==> config.mk <==
export PLATFORM = sky130hd
export DESIGN_NAME = luhn_card_number_check_core_flat
export DESIGN_NICKNAME = d
export VERILOG_FILES = /design/src/rtl/luhn_pkg.sv /design/src/rtl/luhn_ifs.sv /design/src/rtl/luhn_card_number_check_core.sv /design/src/rtl/luhn_dp.sv /design/src/rtl/luhn_ctrl.sv /design/src/flat_wrapper.sv
export SDC_FILE = /design/constraint.sdc
export NUM_CORES = 1
export LEC_CHECK = 0
export ABC_CLOCK_PERIOD_IN_PS = 7400
export BUFFER_PORTS_ARGS = -buffer_cell sky130_fd_sc_hd__buf_2
export CORE_MARGIN = 4
export CORE_UTILIZATION = 40
export DETAILED_ROUTE_END_ITERATION = 7
export GPL_TIMING_DRIVEN = 1
export PLACE_DENSITY = 0.66
export REMOVE_ABC_BUFFERS = 1
export SYNTH_ARGS = -nofsm -noshare
export SYNTH_HDL_FRONTEND = slang
export SYNTH_HIERARCHICAL = 1
export SYNTH_SLANG_ARGS = --single-unit
==> constraint.sdc <==
create_clock -name clk -period 7.4 [get_ports clk]
set_clock_uncertainty 0.05 [all_clocks]
set_input_delay 0 -clock clk [delete_from_list [all_inputs] [get_ports clk]]
set_output_delay 0 -clock clk [all_outputs]
set_load 0.05 [all_outputs]
==> src/rtl/luhn_pkg.sv <==
// Shared constants and control types for the Luhn card number checker.
package luhn_pkg;

	// Width of the card number field and the number of its low bits that count.
	localparam int CARD_W      = 63;
	localparam int NUMBER_BITS = 63;

	// Decimal digits held by the converter; twenty cover any 64-bit value.
	localparam int DIGITS = 20;
	localparam int BCD_W  = DIGITS * 4;

	// The converter takes four binary bits per cycle.
	localparam int BITS_PER_STEP = 4;
	localparam int CONV_STEPS    = (NUMBER_BITS + BITS_PER_STEP - 1) / BITS_PER_STEP;
	localparam int PAD_BITS      = CONV_STEPS * BITS_PER_STEP;

	localparam int STEP_W  = $clog2((CONV_STEPS > DIGITS) ? CONV_STEPS : DIGITS);
	localparam int COUNT_W = 5;

	localparam logic [63:0] NUM_MASK = {64{1'b1}} >> (64 - NUMBER_BITS);

	localparam logic [1:0] VERDICT_INVALID    = 2'd0;
	localparam logic [1:0] VERDICT_AMEX       = 2'd1;
	localparam logic [1:0] VERDICT_MASTERCARD = 2'd2;
	localparam logic [1:0] VERDICT_VISA       = 2'd3;

	typedef struct packed {
		logic load;
		logic conv;
		logic scan;
		logic load_result;
	} cmd_t;

	typedef struct packed {
		logic conv_last;
		logic scan_last;
	} status_t;

endpackage

==> src/rtl/luhn_ifs.sv <==
// Valid/ready channel interfaces for card numbers and check results.
interface luhn_in_if;
	logic                         valid;
	logic                         ready;
	logic [luhn_pkg::CARD_W-1:0]  card_number;

	modport source (output valid, output card_number, input ready);
	modport sink (input valid, input card_number, output ready);
endinterface

interface luhn_out_if;
	logic                          valid;
	logic                          ready;
	logic [1:0]                    verdict;
	logic                          luhn_ok;
	logic [luhn_pkg::COUNT_W-1:0]  digit_count;

	modport source (output valid, output verdict, output luhn_ok, output digit_count,
		input ready);
	modport sink (input valid, input verdict, input luhn_ok, input digit_count,
		output ready);
endinterface

==> src/rtl/luhn_card_number_check_core.sv <==
// Luhn card number checker: accepts a binary card number and returns its digit
// count, the Luhn mod-10 verdict and the card class (AMEX, Mastercard, Visa).
// A number passes through these steps before a new one can be taken: a load,
// binary to decimal conversion at four bits per cycle, a scan in which the
// digit scanner walks one decimal digit per cycle from the low end, and a
// classification into the result register once the previous result has gone.
// The result register holds its transaction until the sink takes it, while the
// block already accepts and works on the next number.
module luhn_card_number_check_core (
	input  logic        clk,
	input  logic        arst_n,
	luhn_in_if.sink     number,
	luhn_out_if.source  result
);

	luhn_pkg::cmd_t    cmd;
	luhn_pkg::status_t status;

	luhn_ctrl u_ctrl (
		.clk       (clk),
		.arst_n    (arst_n),
		.in_valid  (number.valid),
		.in_ready  (number.ready),
		.out_valid (result.valid),
		.out_ready (result.ready),
		.status    (status),
		.cmd       (cmd)
	);

	luhn_dp u_dp (
		.clk         (clk),
		.arst_n      (arst_n),
		.cmd         (cmd),
		.status      (status),
		.card_number (number.card_number),
		.verdict     (result.verdict),
		.luhn_ok     (result.luhn_ok),
		.digit_count (result.digit_count)
	);

endmodule

==> src/rtl/luhn_dp.sv <==
// Datapath: binary to decimal conversion, Luhn digit scan and classification.
module luhn_dp (
	input  logic                         clk,
	input  logic                         arst_n,
	input  luhn_pkg::cmd_t               cmd,
	output luhn_pkg::status_t            status,
	input  logic [luhn_pkg::CARD_W-1:0]  card_number,
	output logic [1:0]                   verdict,
	output logic                         luhn_ok,
	output logic [luhn_pkg::COUNT_W-1:0] digit_count
);

	logic [luhn_pkg::PAD_BITS-1:0] bin_q;
	logic [luhn_pkg::BCD_W-1:0]    bcd_q;
	logic [luhn_pkg::STEP_W-1:0]   step_q;
	logic [3:0]                    sum_q;
	logic [3:0]                    prev_q;
	logic [3:0]                    lead_hi_q;
	logic [3:0]                    lead_lo_q;
	logic [luhn_pkg::COUNT_W-1:0]  count_q;

	logic [luhn_pkg::PAD_BITS-1:0] bin_next;
	logic [luhn_pkg::BCD_W-1:0]    bcd_next;
	logic [63:0]                   value64;
	logic [3:0]                    digit;
	logic [4:0]                    dbl;
	logic [3:0]                    term;
	logic [4:0]                    sum_raw;
	logic [3:0]                    sum_next;
	logic [6:0]                    pair;
	logic [1:0]                    verdict_next;

	assign status.conv_last = (step_q == luhn_pkg::STEP_W'(luhn_pkg::CONV_STEPS - 1));
	assign status.scan_last = (step_q == luhn_pkg::STEP_W'(luhn_pkg::DIGITS - 1));

	assign value64 = 64'(card_number) & luhn_pkg::NUM_MASK;

	// Four shift-and-add-3 steps per cycle; each digit is corrected before every shift.
	always_comb begin
		bin_next = bin_q;
		bcd_next = bcd_q;
		for (int k = 0; k < luhn_pkg::BITS_PER_STEP; k++) begin
			for (int j = 0; j < luhn_pkg::DIGITS; j++) begin
				if (bcd_next[j*4 +: 4] >= 4'd5) begin
					bcd_next[j*4 +: 4] = bcd_next[j*4 +: 4] + 4'd3;
				end
			end
			bcd_next = {bcd_next[luhn_pkg::BCD_W-2:0], bin_next[luhn_pkg::PAD_BITS-1]};
			bin_next = {bin_next[luhn_pkg::PAD_BITS-2:0], 1'b0};
		end
	end

	// Digits leave the low end one per cycle; odd positions are doubled.
	always_comb begin
		digit = bcd_q[3:0];
		dbl   = {digit, 1'b0};
		if (step_q[0]) begin
			term = (dbl > 5'd9) ? 4'(dbl - 5'd9) : dbl[3:0];
		end else begin
			term = digit;
		end
		sum_raw  = 5'(sum_q) + 5'(term);
		sum_next = (sum_raw >= 5'd10) ? 4'(sum_raw - 5'd10) : sum_raw[3:0];
	end

	always_comb begin
		pair         = 7'(lead_hi_q) * 7'd10 + 7'(lead_lo_q);
		verdict_next = luhn_pkg::VERDICT_INVALID;
		if (sum_q == 4'd0 && count_q != '0) begin
			case (count_q)
				luhn_pkg::COUNT_W'(15): begin
					if (pair == 7'd34 || pair == 7'd37) begin
						verdict_next = luhn_pkg::VERDICT_AMEX;
					end
				end
				luhn_pkg::COUNT_W'(16): begin
					if (pair >= 7'd51 && pair <= 7'd55) begin
						verdict_next = luhn_pkg::VERDICT_MASTERCARD;
					end else if (lead_hi_q == 4'd4) begin
						verdict_next = luhn_pkg::VERDICT_VISA;
					end
				end
				luhn_pkg::COUNT_W'(13): begin
					if (lead_hi_q == 4'd4) begin
						verdict_next = luhn_pkg::VERDICT_VISA;
					end
				end
				default: begin
					verdict_next = luhn_pkg::VERDICT_INVALID;
				end
			endcase
		end
	end

	always_ff @(posedge clk or negedge arst_n) begin
		if (!arst_n) begin
			step_q <= '0;
		end else if (cmd.load) begin
			step_q <= '0;
		end else if (cmd.conv) begin
			step_q <= status.conv_last ? '0 : step_q + 1'b1;
		end else if (cmd.scan) begin
			step_q <= step_q + 1'b1;
		end
	end

	always_ff @(posedge clk) begin
		if (cmd.load) begin
			bin_q     <= luhn_pkg::PAD_BITS'(value64);
			bcd_q     <= '0;
			sum_q     <= '0;
			prev_q    <= '0;
			lead_hi_q <= '0;
			lead_lo_q <= '0;
			count_q   <= '0;
		end else if (cmd.conv) begin
			bin_q <= bin_next;
			bcd_q <= bcd_next;
		end else if (cmd.scan) begin
			bcd_q  <= {4'd0, bcd_q[luhn_pkg::BCD_W-1:4]};
			sum_q  <= sum_next;
			prev_q <= digit;
			// The most recent nonzero digit is the leading one; the digit below it
			// is the second of the leading pair.
			if (digit != 4'd0) begin
				count_q   <= luhn_pkg::COUNT_W'(step_q) + 1'b1;
				lead_hi_q <= digit;
				lead_lo_q <= prev_q;
			end
		end
		if (cmd.load_result) begin
			verdict     <= verdict_next;
			luhn_ok     <= (sum_q == 4'd0);
			digit_count <= count_q;
		end
	end

endmodule

==> src/rtl/luhn_ctrl.sv <==
// Controller: sequences conversion and scan and owns the handshakes.
module luhn_ctrl (
	input  logic               clk,
	input  logic               arst_n,
	input  logic               in_valid,
	output logic               in_ready,
	output logic               out_valid,
	input  logic               out_ready,
	input  luhn_pkg::status_t  status,
	output luhn_pkg::cmd_t     cmd
);

	typedef enum logic [1:0] {
		S_IDLE,
		S_CONV,
		S_SCAN,
		S_DONE
	} state_t;

	state_t state_q;
	logic   out_valid_q;

	assign in_ready        = (state_q == S_IDLE);
	assign out_valid       = out_valid_q;
	assign cmd.load        = in_ready && in_valid;
	assign cmd.conv        = (state_q == S_CONV);
	assign cmd.scan        = (state_q == S_SCAN);
	// The result register is refilled once the previous result has gone.
	assign cmd.load_result = (state_q == S_DONE) && (!out_valid_q || out_ready);

	always_ff @(posedge clk or negedge arst_n) begin
		if (!arst_n) begin
			state_q     <= S_IDLE;
			out_valid_q <= 1'b0;
		end else begin
			if (cmd.load_result) begin
				out_valid_q <= 1'b1;
			end else if (out_ready) begin
				out_valid_q <= 1'b0;
			end
			case (state_q)
				S_IDLE: begin
					if (in_valid) begin
						state_q <= S_CONV;
					end
				end
				S_CONV: begin
					if (status.conv_last) begin
						state_q <= S_SCAN;
					end
				end
				S_SCAN: begin
					if (status.scan_last) begin
						state_q <= S_DONE;
					end
				end
				S_DONE: begin
					if (cmd.load_result) begin
						state_q <= S_IDLE;
					end
				end
				default: begin
					state_q <= S_IDLE;
				end
			endcase
		end
	end

endmodule
==> src/flat_wrapper.sv <==
// flat-port wrapper written by rule: the top's interface ports become plain ports
module luhn_card_number_check_core_flat 
  (clk, arst_n, number_valid, number_card_number, number_ready, result_valid, result_verdict, result_luhn_ok, result_digit_count, result_ready);
  luhn_in_if number_i ();
  luhn_out_if result_i ();
  input  logic clk;
  input  logic arst_n;
  input wire logic [$bits(number_i.valid)-1:0] number_valid;
  input wire logic [$bits(number_i.card_number)-1:0] number_card_number;
  output wire logic [$bits(number_i.ready)-1:0] number_ready;
  output wire logic [$bits(result_i.valid)-1:0] result_valid;
  output wire logic [$bits(result_i.verdict)-1:0] result_verdict;
  output wire logic [$bits(result_i.luhn_ok)-1:0] result_luhn_ok;
  output wire logic [$bits(result_i.digit_count)-1:0] result_digit_count;
  input wire logic [$bits(result_i.ready)-1:0] result_ready;
  assign number_i.valid = number_valid;
  assign number_i.card_number = number_card_number;
  assign number_ready = number_i.ready;
  assign result_valid = result_i.valid;
  assign result_verdict = result_i.verdict;
  assign result_luhn_ok = result_i.luhn_ok;
  assign result_digit_count = result_i.digit_count;
  assign result_i.ready = result_ready;
  luhn_card_number_check_core u_core (.clk(clk), .arst_n(arst_n), .number(number_i), .result(result_i));
endmodule
# Word level (Yosys, flattened, before mapping)
# Index checks and enable logic that the tools add are counted.
dict set report totals {
  ff_bits 181
  input_bits 67
  output_inout_bits 10
}
dict set report classes {
  addsub 85
  n_mul 1
  n_lt_le_gt_ge 84
  n_eq_ne 15
  mux 102
  bitwise_logic 1
  n_reduce_logical 18
}
# op count
set ops {}
lappend ops {{$ge A4 B3 Y1 const B} 80}
lappend ops {{$mux W4} 79}
lappend ops {{$add A4 B2 Y4 const B} 76}
lappend ops {{$mux W80} 2}
lappend ops {{$mux W63} 2}
lappend ops {{$mux W5} 4}
lappend ops {{$eq A5 B4 Y1 const B} 3}
lappend ops {{$eq A7 B6 Y1 const B} 2}
lappend ops {{$add A3 B2 Y3 const B} 4}
lappend ops {{$mux W2} 6}
lappend ops {{$mux W3} 4}
lappend ops {{$eq A5 B5 Y1 const B} 2}
lappend ops {{$pmux W2 S4} 1}
lappend ops {{$sub A4 B4 Y4 const B} 2}
lappend ops {{$add A7 B4 Y7} 1}
lappend ops {{$ge A7 B6 Y1 const B} 1}
lappend ops {{$le A7 B6 Y1 const B} 1}
lappend ops {{$mul A4 B3 Y6 const B} 1}
lappend ops {{$ne A2 B2 Y1 const B} 3}
lappend ops {{$pmux W2 S3} 1}
lappend ops {{$reduce_bool A2 Y1} 3}
lappend ops {{$add A4 B4 Y5} 1}
lappend ops {{$add A5 B1 Y5 const B} 1}
lappend ops {{$ge A5 B4 Y1 const B} 1}
lappend ops {{other kinds (18)} 25}

# Longest topological paths before layout
dict set report depth {
  ltp_word 9
  mapped_depth 19
}

# Modules after synthesis
# Netlist, hierarchy kept.
# mod n_inst cells_each area_each_um2
set modules_own_cells {}
lappend modules_own_cells {luhn_dp 1 2188 17464.2}
lappend modules_own_cells {luhn_ctrl 1 22 257.7}

# Worst setup path before layout
# Ideal clock, no wire load.
dict set report synth_timing {
  path_type {reg-to-reg}
  from {reg u_core.u_ctrl.state_q[0]}
  to {reg u_core/u_dp/bin_q[0] in the netlist's numbering, enable pin}
  arrival_time_ns 3.854
  slack_ns 3.044
  stages_incl_launch_ff 9
  synth_period_minus_slack_ns 4.356
  cell_sequence {dfrtp_1 > inv_1 > ha_1 > and2_1 > clkbuf_1 > nor2_1 > inv_1 > clkbuf_1 > clkbuf_1}
}
# element line
set synth_lines {}
lappend synth_lines {{start: declaration} luhn_ctrl.sv:20} ;# state_t state_q;
lappend synth_lines {{start signal: assignment} luhn_ctrl.sv:33} ;# state_q <= S_IDLE;
lappend synth_lines {{start signal: assignment} luhn_ctrl.sv:44} ;# state_q <= S_CONV;
lappend synth_lines {{start signal: assignment} luhn_ctrl.sv:49} ;# state_q <= S_SCAN;
lappend synth_lines {{end signal: assignment} luhn_dp.sv:109} ;# bin_q <= luhn_pkg::PAD_BITS'(value64);
lappend synth_lines {{end signal: assignment} luhn_dp.sv:117} ;# bin_q <= bin_next;
lappend synth_lines {{end: declaration} luhn_dp.sv:13} ;# logic [luhn_pkg::PAD_BITS-1:0] bin_q;

# Worst setup path in the final report
dict set report layout_timing {
  from {reg u_core/u_dp/bcd_q[44] in the netlist's numbering}
  to {reg u_core/u_dp/bcd_q[51] in the netlist's numbering}
}
dict set report layout_via {
  elab_chain_len 9
  word_cells_on_any_way 19
  classes_between {add/sub: 6; order compare: 6; mux: 7}
}
# element line
set layout_rtl {}
lappend layout_rtl {{start: declaration} luhn_dp.sv:14} ;# logic [luhn_pkg::BCD_W-1:0] bcd_q;
lappend layout_rtl {{start signal: assignment} luhn_dp.sv:118} ;# bcd_q <= bcd_next;
lappend layout_rtl {{start signal: assignment} luhn_dp.sv:120} ;# bcd_q <= {4'd0, bcd_q[luhn_pkg::BCD_W-1:4]};
lappend layout_rtl {{$add A4 B2 Y4 or $ge A4 B3 Y1 (tied branches)} {luhn_dp.sv:45, luhn_dp.sv:44}}
lappend layout_rtl {{$mux W4 *} luhn_dp.sv:44} ;# if (bcd_next[j*4 +: 4] >= 4'd5) begin
lappend layout_rtl {{$add A4 B2 Y4 or $ge A4 B3 Y1 (tied branches)} {luhn_dp.sv:45, luhn_dp.sv:44}}
lappend layout_rtl {{$mux W4} luhn_dp.sv:44}
lappend layout_rtl {{$add A4 B2 Y4 or $ge A4 B3 Y1 (tied branches)} {luhn_dp.sv:45, luhn_dp.sv:44}}
lappend layout_rtl {{$mux W4} luhn_dp.sv:44}
lappend layout_rtl {{$add A4 B2 Y4 or $ge A4 B3 Y1 (tied branches)} {luhn_dp.sv:45, luhn_dp.sv:44}}
lappend layout_rtl {{$mux W4 *} luhn_dp.sv:44}
lappend layout_rtl {{$mux W80 *} luhn_dp.sv:116} ;# end else if (cmd.conv) begin
# Every way passes the cells marked *; elsewhere a longest branch is shown, timed or not.
# A chain may end at the register's enable or synchronous reset.

==> run metrics <==
status=finished clean; Setup WS pre-CTS=3.490 ns; postcts setup bufs=0; Final Hold Fails=0; Core ar.=43460 um2; floorplan row count=76; period utilisation layout=0.5360; Seq/Total Area, Yosys=0.2468; Detailed Route WL=44800 um; crit path DAT=4.28 ns; First-pass DRT Iterations=5; count of final setup violators=0; routed vias/inst=5.753; Mapped Cells=2210; CTS tree=built; pin count of the biggest net entering global routing=62; Final min period=3.966 ns; placed cell areas=18530 um2; clk_lat worst skew=0.45 ns; # H-tree levels=4; vias after detailed routing=16593; dpl cells=2784; Num Clock Sinks=181; RSZ-0062 raised after global routing=no; Post-synth EDFFs=71; Slew headroom=0.4040; startpoint types=register; Peak Freq=0.2521 GHz; WS Path Type=register to register; Top-Level Pins=77; ratio of cells with drive above 1 in the final layout=0.1266; Yosys cell types=94; GRT Total Usage=0.1814; drt wl/cell=15.53 um; final worst slack=3.434 ns; final antenna-violating net count=0; Synth area leader=edfxtp_1; maximum fanout along the worst path=7; WP data required=7.71 ns; Final TNS setup=0 ns; Critical Path End Type=register; vias in the first global route=15883; Die X=218.5 um; max-cap violations=0; register bit total from synthesis=181; initial antenna violation count=0; Root Buffer=clkbuf_16; Post-route DRC=0; RePlAce Congestion=0.8769; DR iter-0 viols=1171; worst-margin pin slew=0.8907 ns; first-pass GRT wire length=74240 um; cts repair resizes=0; GRT overflow=0; Slew Limit Fails=0; Initial Utilization=0.4078; Layout Area Growth over Synthesis=11.90%; Synth top area share=0.1203; CTS max path bufs=2; top post-synthesis cells by area=edfxtp_1, dfxtp_1, ha_1; CTS clk-pin slew, worst paths=0.08 ns; DIE AREA=47740 um2; Layout Cells excl Fill=2884; Ys Warns=6; final instance area=19830 um2; Hold Crit Class=input port to register; syn_area_per_cell=8.019 um2; ys async rst share=0.04420; Fillers=4161; most frequent cells in the layout=nand2_1, o21ai_0, nor2_1; Num CTS Buffers=17; synthesized area=17720 um2; DP Wirelength=32620 um; prevailing post-synth register cell=dfxtp_1; Die Y-Extent=218.5 um; Final #Nets=2453; Port-buffer cells=76; CTS Hold Bufs=67; commonest non-fill, non-tap cell in the layout=nand2_1
## flip-flops by register name (all words and copies together), names as in the netlist
register and cells:
u_core/u_dp/count_q 5, u_core/u_dp/digit_count 5, u_core/u_dp/prev_q 4, u_core/u_dp/luhn_ok 1, u_core/u_dp/verdict 2, u_core/u_ctrl/state_q 2
u_core/u_dp/step_q 5, u_core/u_dp/bin_q 64, u_core/u_dp/bcd_q 80, u_core/u_dp/lead_lo_q 4, u_core/u_dp/sum_q 4, u_core/u_ctrl/out_valid 1
u_core/u_dp/lead_hi_q 4
## worst paths after layout
kind	cells past startpoint	startpoint	to	slack [ns]
max	18	u_core/u_dp/bcd_q[44]	u_core/u_dp/bcd_q[51]	3.43
min	4	result_ready	u_core/u_ctrl/out_valid	0.33
max reg2reg	18	u_core/u_dp/bcd_q[44]	u_core/u_dp/bcd_q[51]	3.43
min reg2reg	2	u_core/u_dp/prev_q[2]	u_core/u_dp/lead_lo_q[2]	0.40
max in group asynchronous	3	arst_n	u_core/u_dp/step_q[1]	6.51
min in group asynchronous	3	arst_n	u_core/u_dp/step_q[0]	0.50
## metal layers
metal,vias up,share of wire,global-route usage
li1,8389,-,-
met1,7869,0.46,0.2274
met2,290,0.50,0.3285
met3,45,0.034,0.02308
met4,0,0.014,0.04761
met5,-,0,0
## cells in the mapped netlist, types with 12 or more instances
library cell  number
o21bai_1          32
a221oi_1          20
and2_1            40
a21o_1            24
or2_2             40
nor2_1           154
mux2i_1           98
or3_1             22
inv_1            122
nor3_1            37
a21oi_1          124
dfxtp_1          102
nand2b_1          50
mux2_2            83
o211a_1           25
o21ai_1           19
clkbuf_1          63
nand2_1          244
ha_1              98
nor2b_1           38
a2bb2oi_1         14
and3_1            27
edfxtp_1          71
o211ai_1          34
a31oi_1           15
o22ai_1           27
xnor2_1           22
a211o_1           14
buf_2             22
a211oi_1         106
xor2_1            12
o21a_1            31
o21ai_0          157
nand3_1           28
a311oi_1          13
## cells by family after synthesis
family | share of synthesized area
AOI/OAI and AO/OA | 0.2971
buffers and inverters | 0.04794
DFF | 0.2468
xor gates and xnor gates | 0.01772
muxes | 0.1155
adders and majority gates | 0.07314
and+or+nand+nor | 0.2018
## metrics by stage
step / utilization / hold slack [ns]
after floorplan: - / -0.3456
after global placement: 0.4264 / -0.1907
after detailed placement: 0.4264 / -0.1881
after CTS: 0.4563 / 0.2967
after global routing: 0.4563 / 0.3291
final: 0.4563 / 0.3282
## critical path, cell delays in order, from the launching register on
cell      delay [ns]
dfxtp_1         0.46
inv_1           0.10
ha_1            0.26
nor2b_1         0.16
or3_1           0.43
and2_1          0.21
inv_1           0.09
ha_1            0.14
inv_1           0.05
o21ai_0         0.07
a211oi_1        0.11
or2_2           0.30
ha_1            0.33
inv_1           0.07
nor2_1          0.05
a311oi_2        0.40
nand2_1         0.09
mux2_1          0.32
a211oi_1        0.22
## final cells by class
class	count	area, um2	area share
Clock inverter	15	203.9	0.01028
Inverter	123	462.9	0.02335
Multi-Input combinational cell	1811	12520	0.6313
Antenna cell	1	2.502	0.0001262
Timing Repair Buffer	151	1111	0.05603
Clock buffer	17	425.4	0.02145
Sequential cell	181	4374	0.2206
Tap cell	585	732.0	0.03691
Power is left out: the tool's default activity adds up to more than one toggle a clock period on the data nets, which glitch-free logic cannot reach.
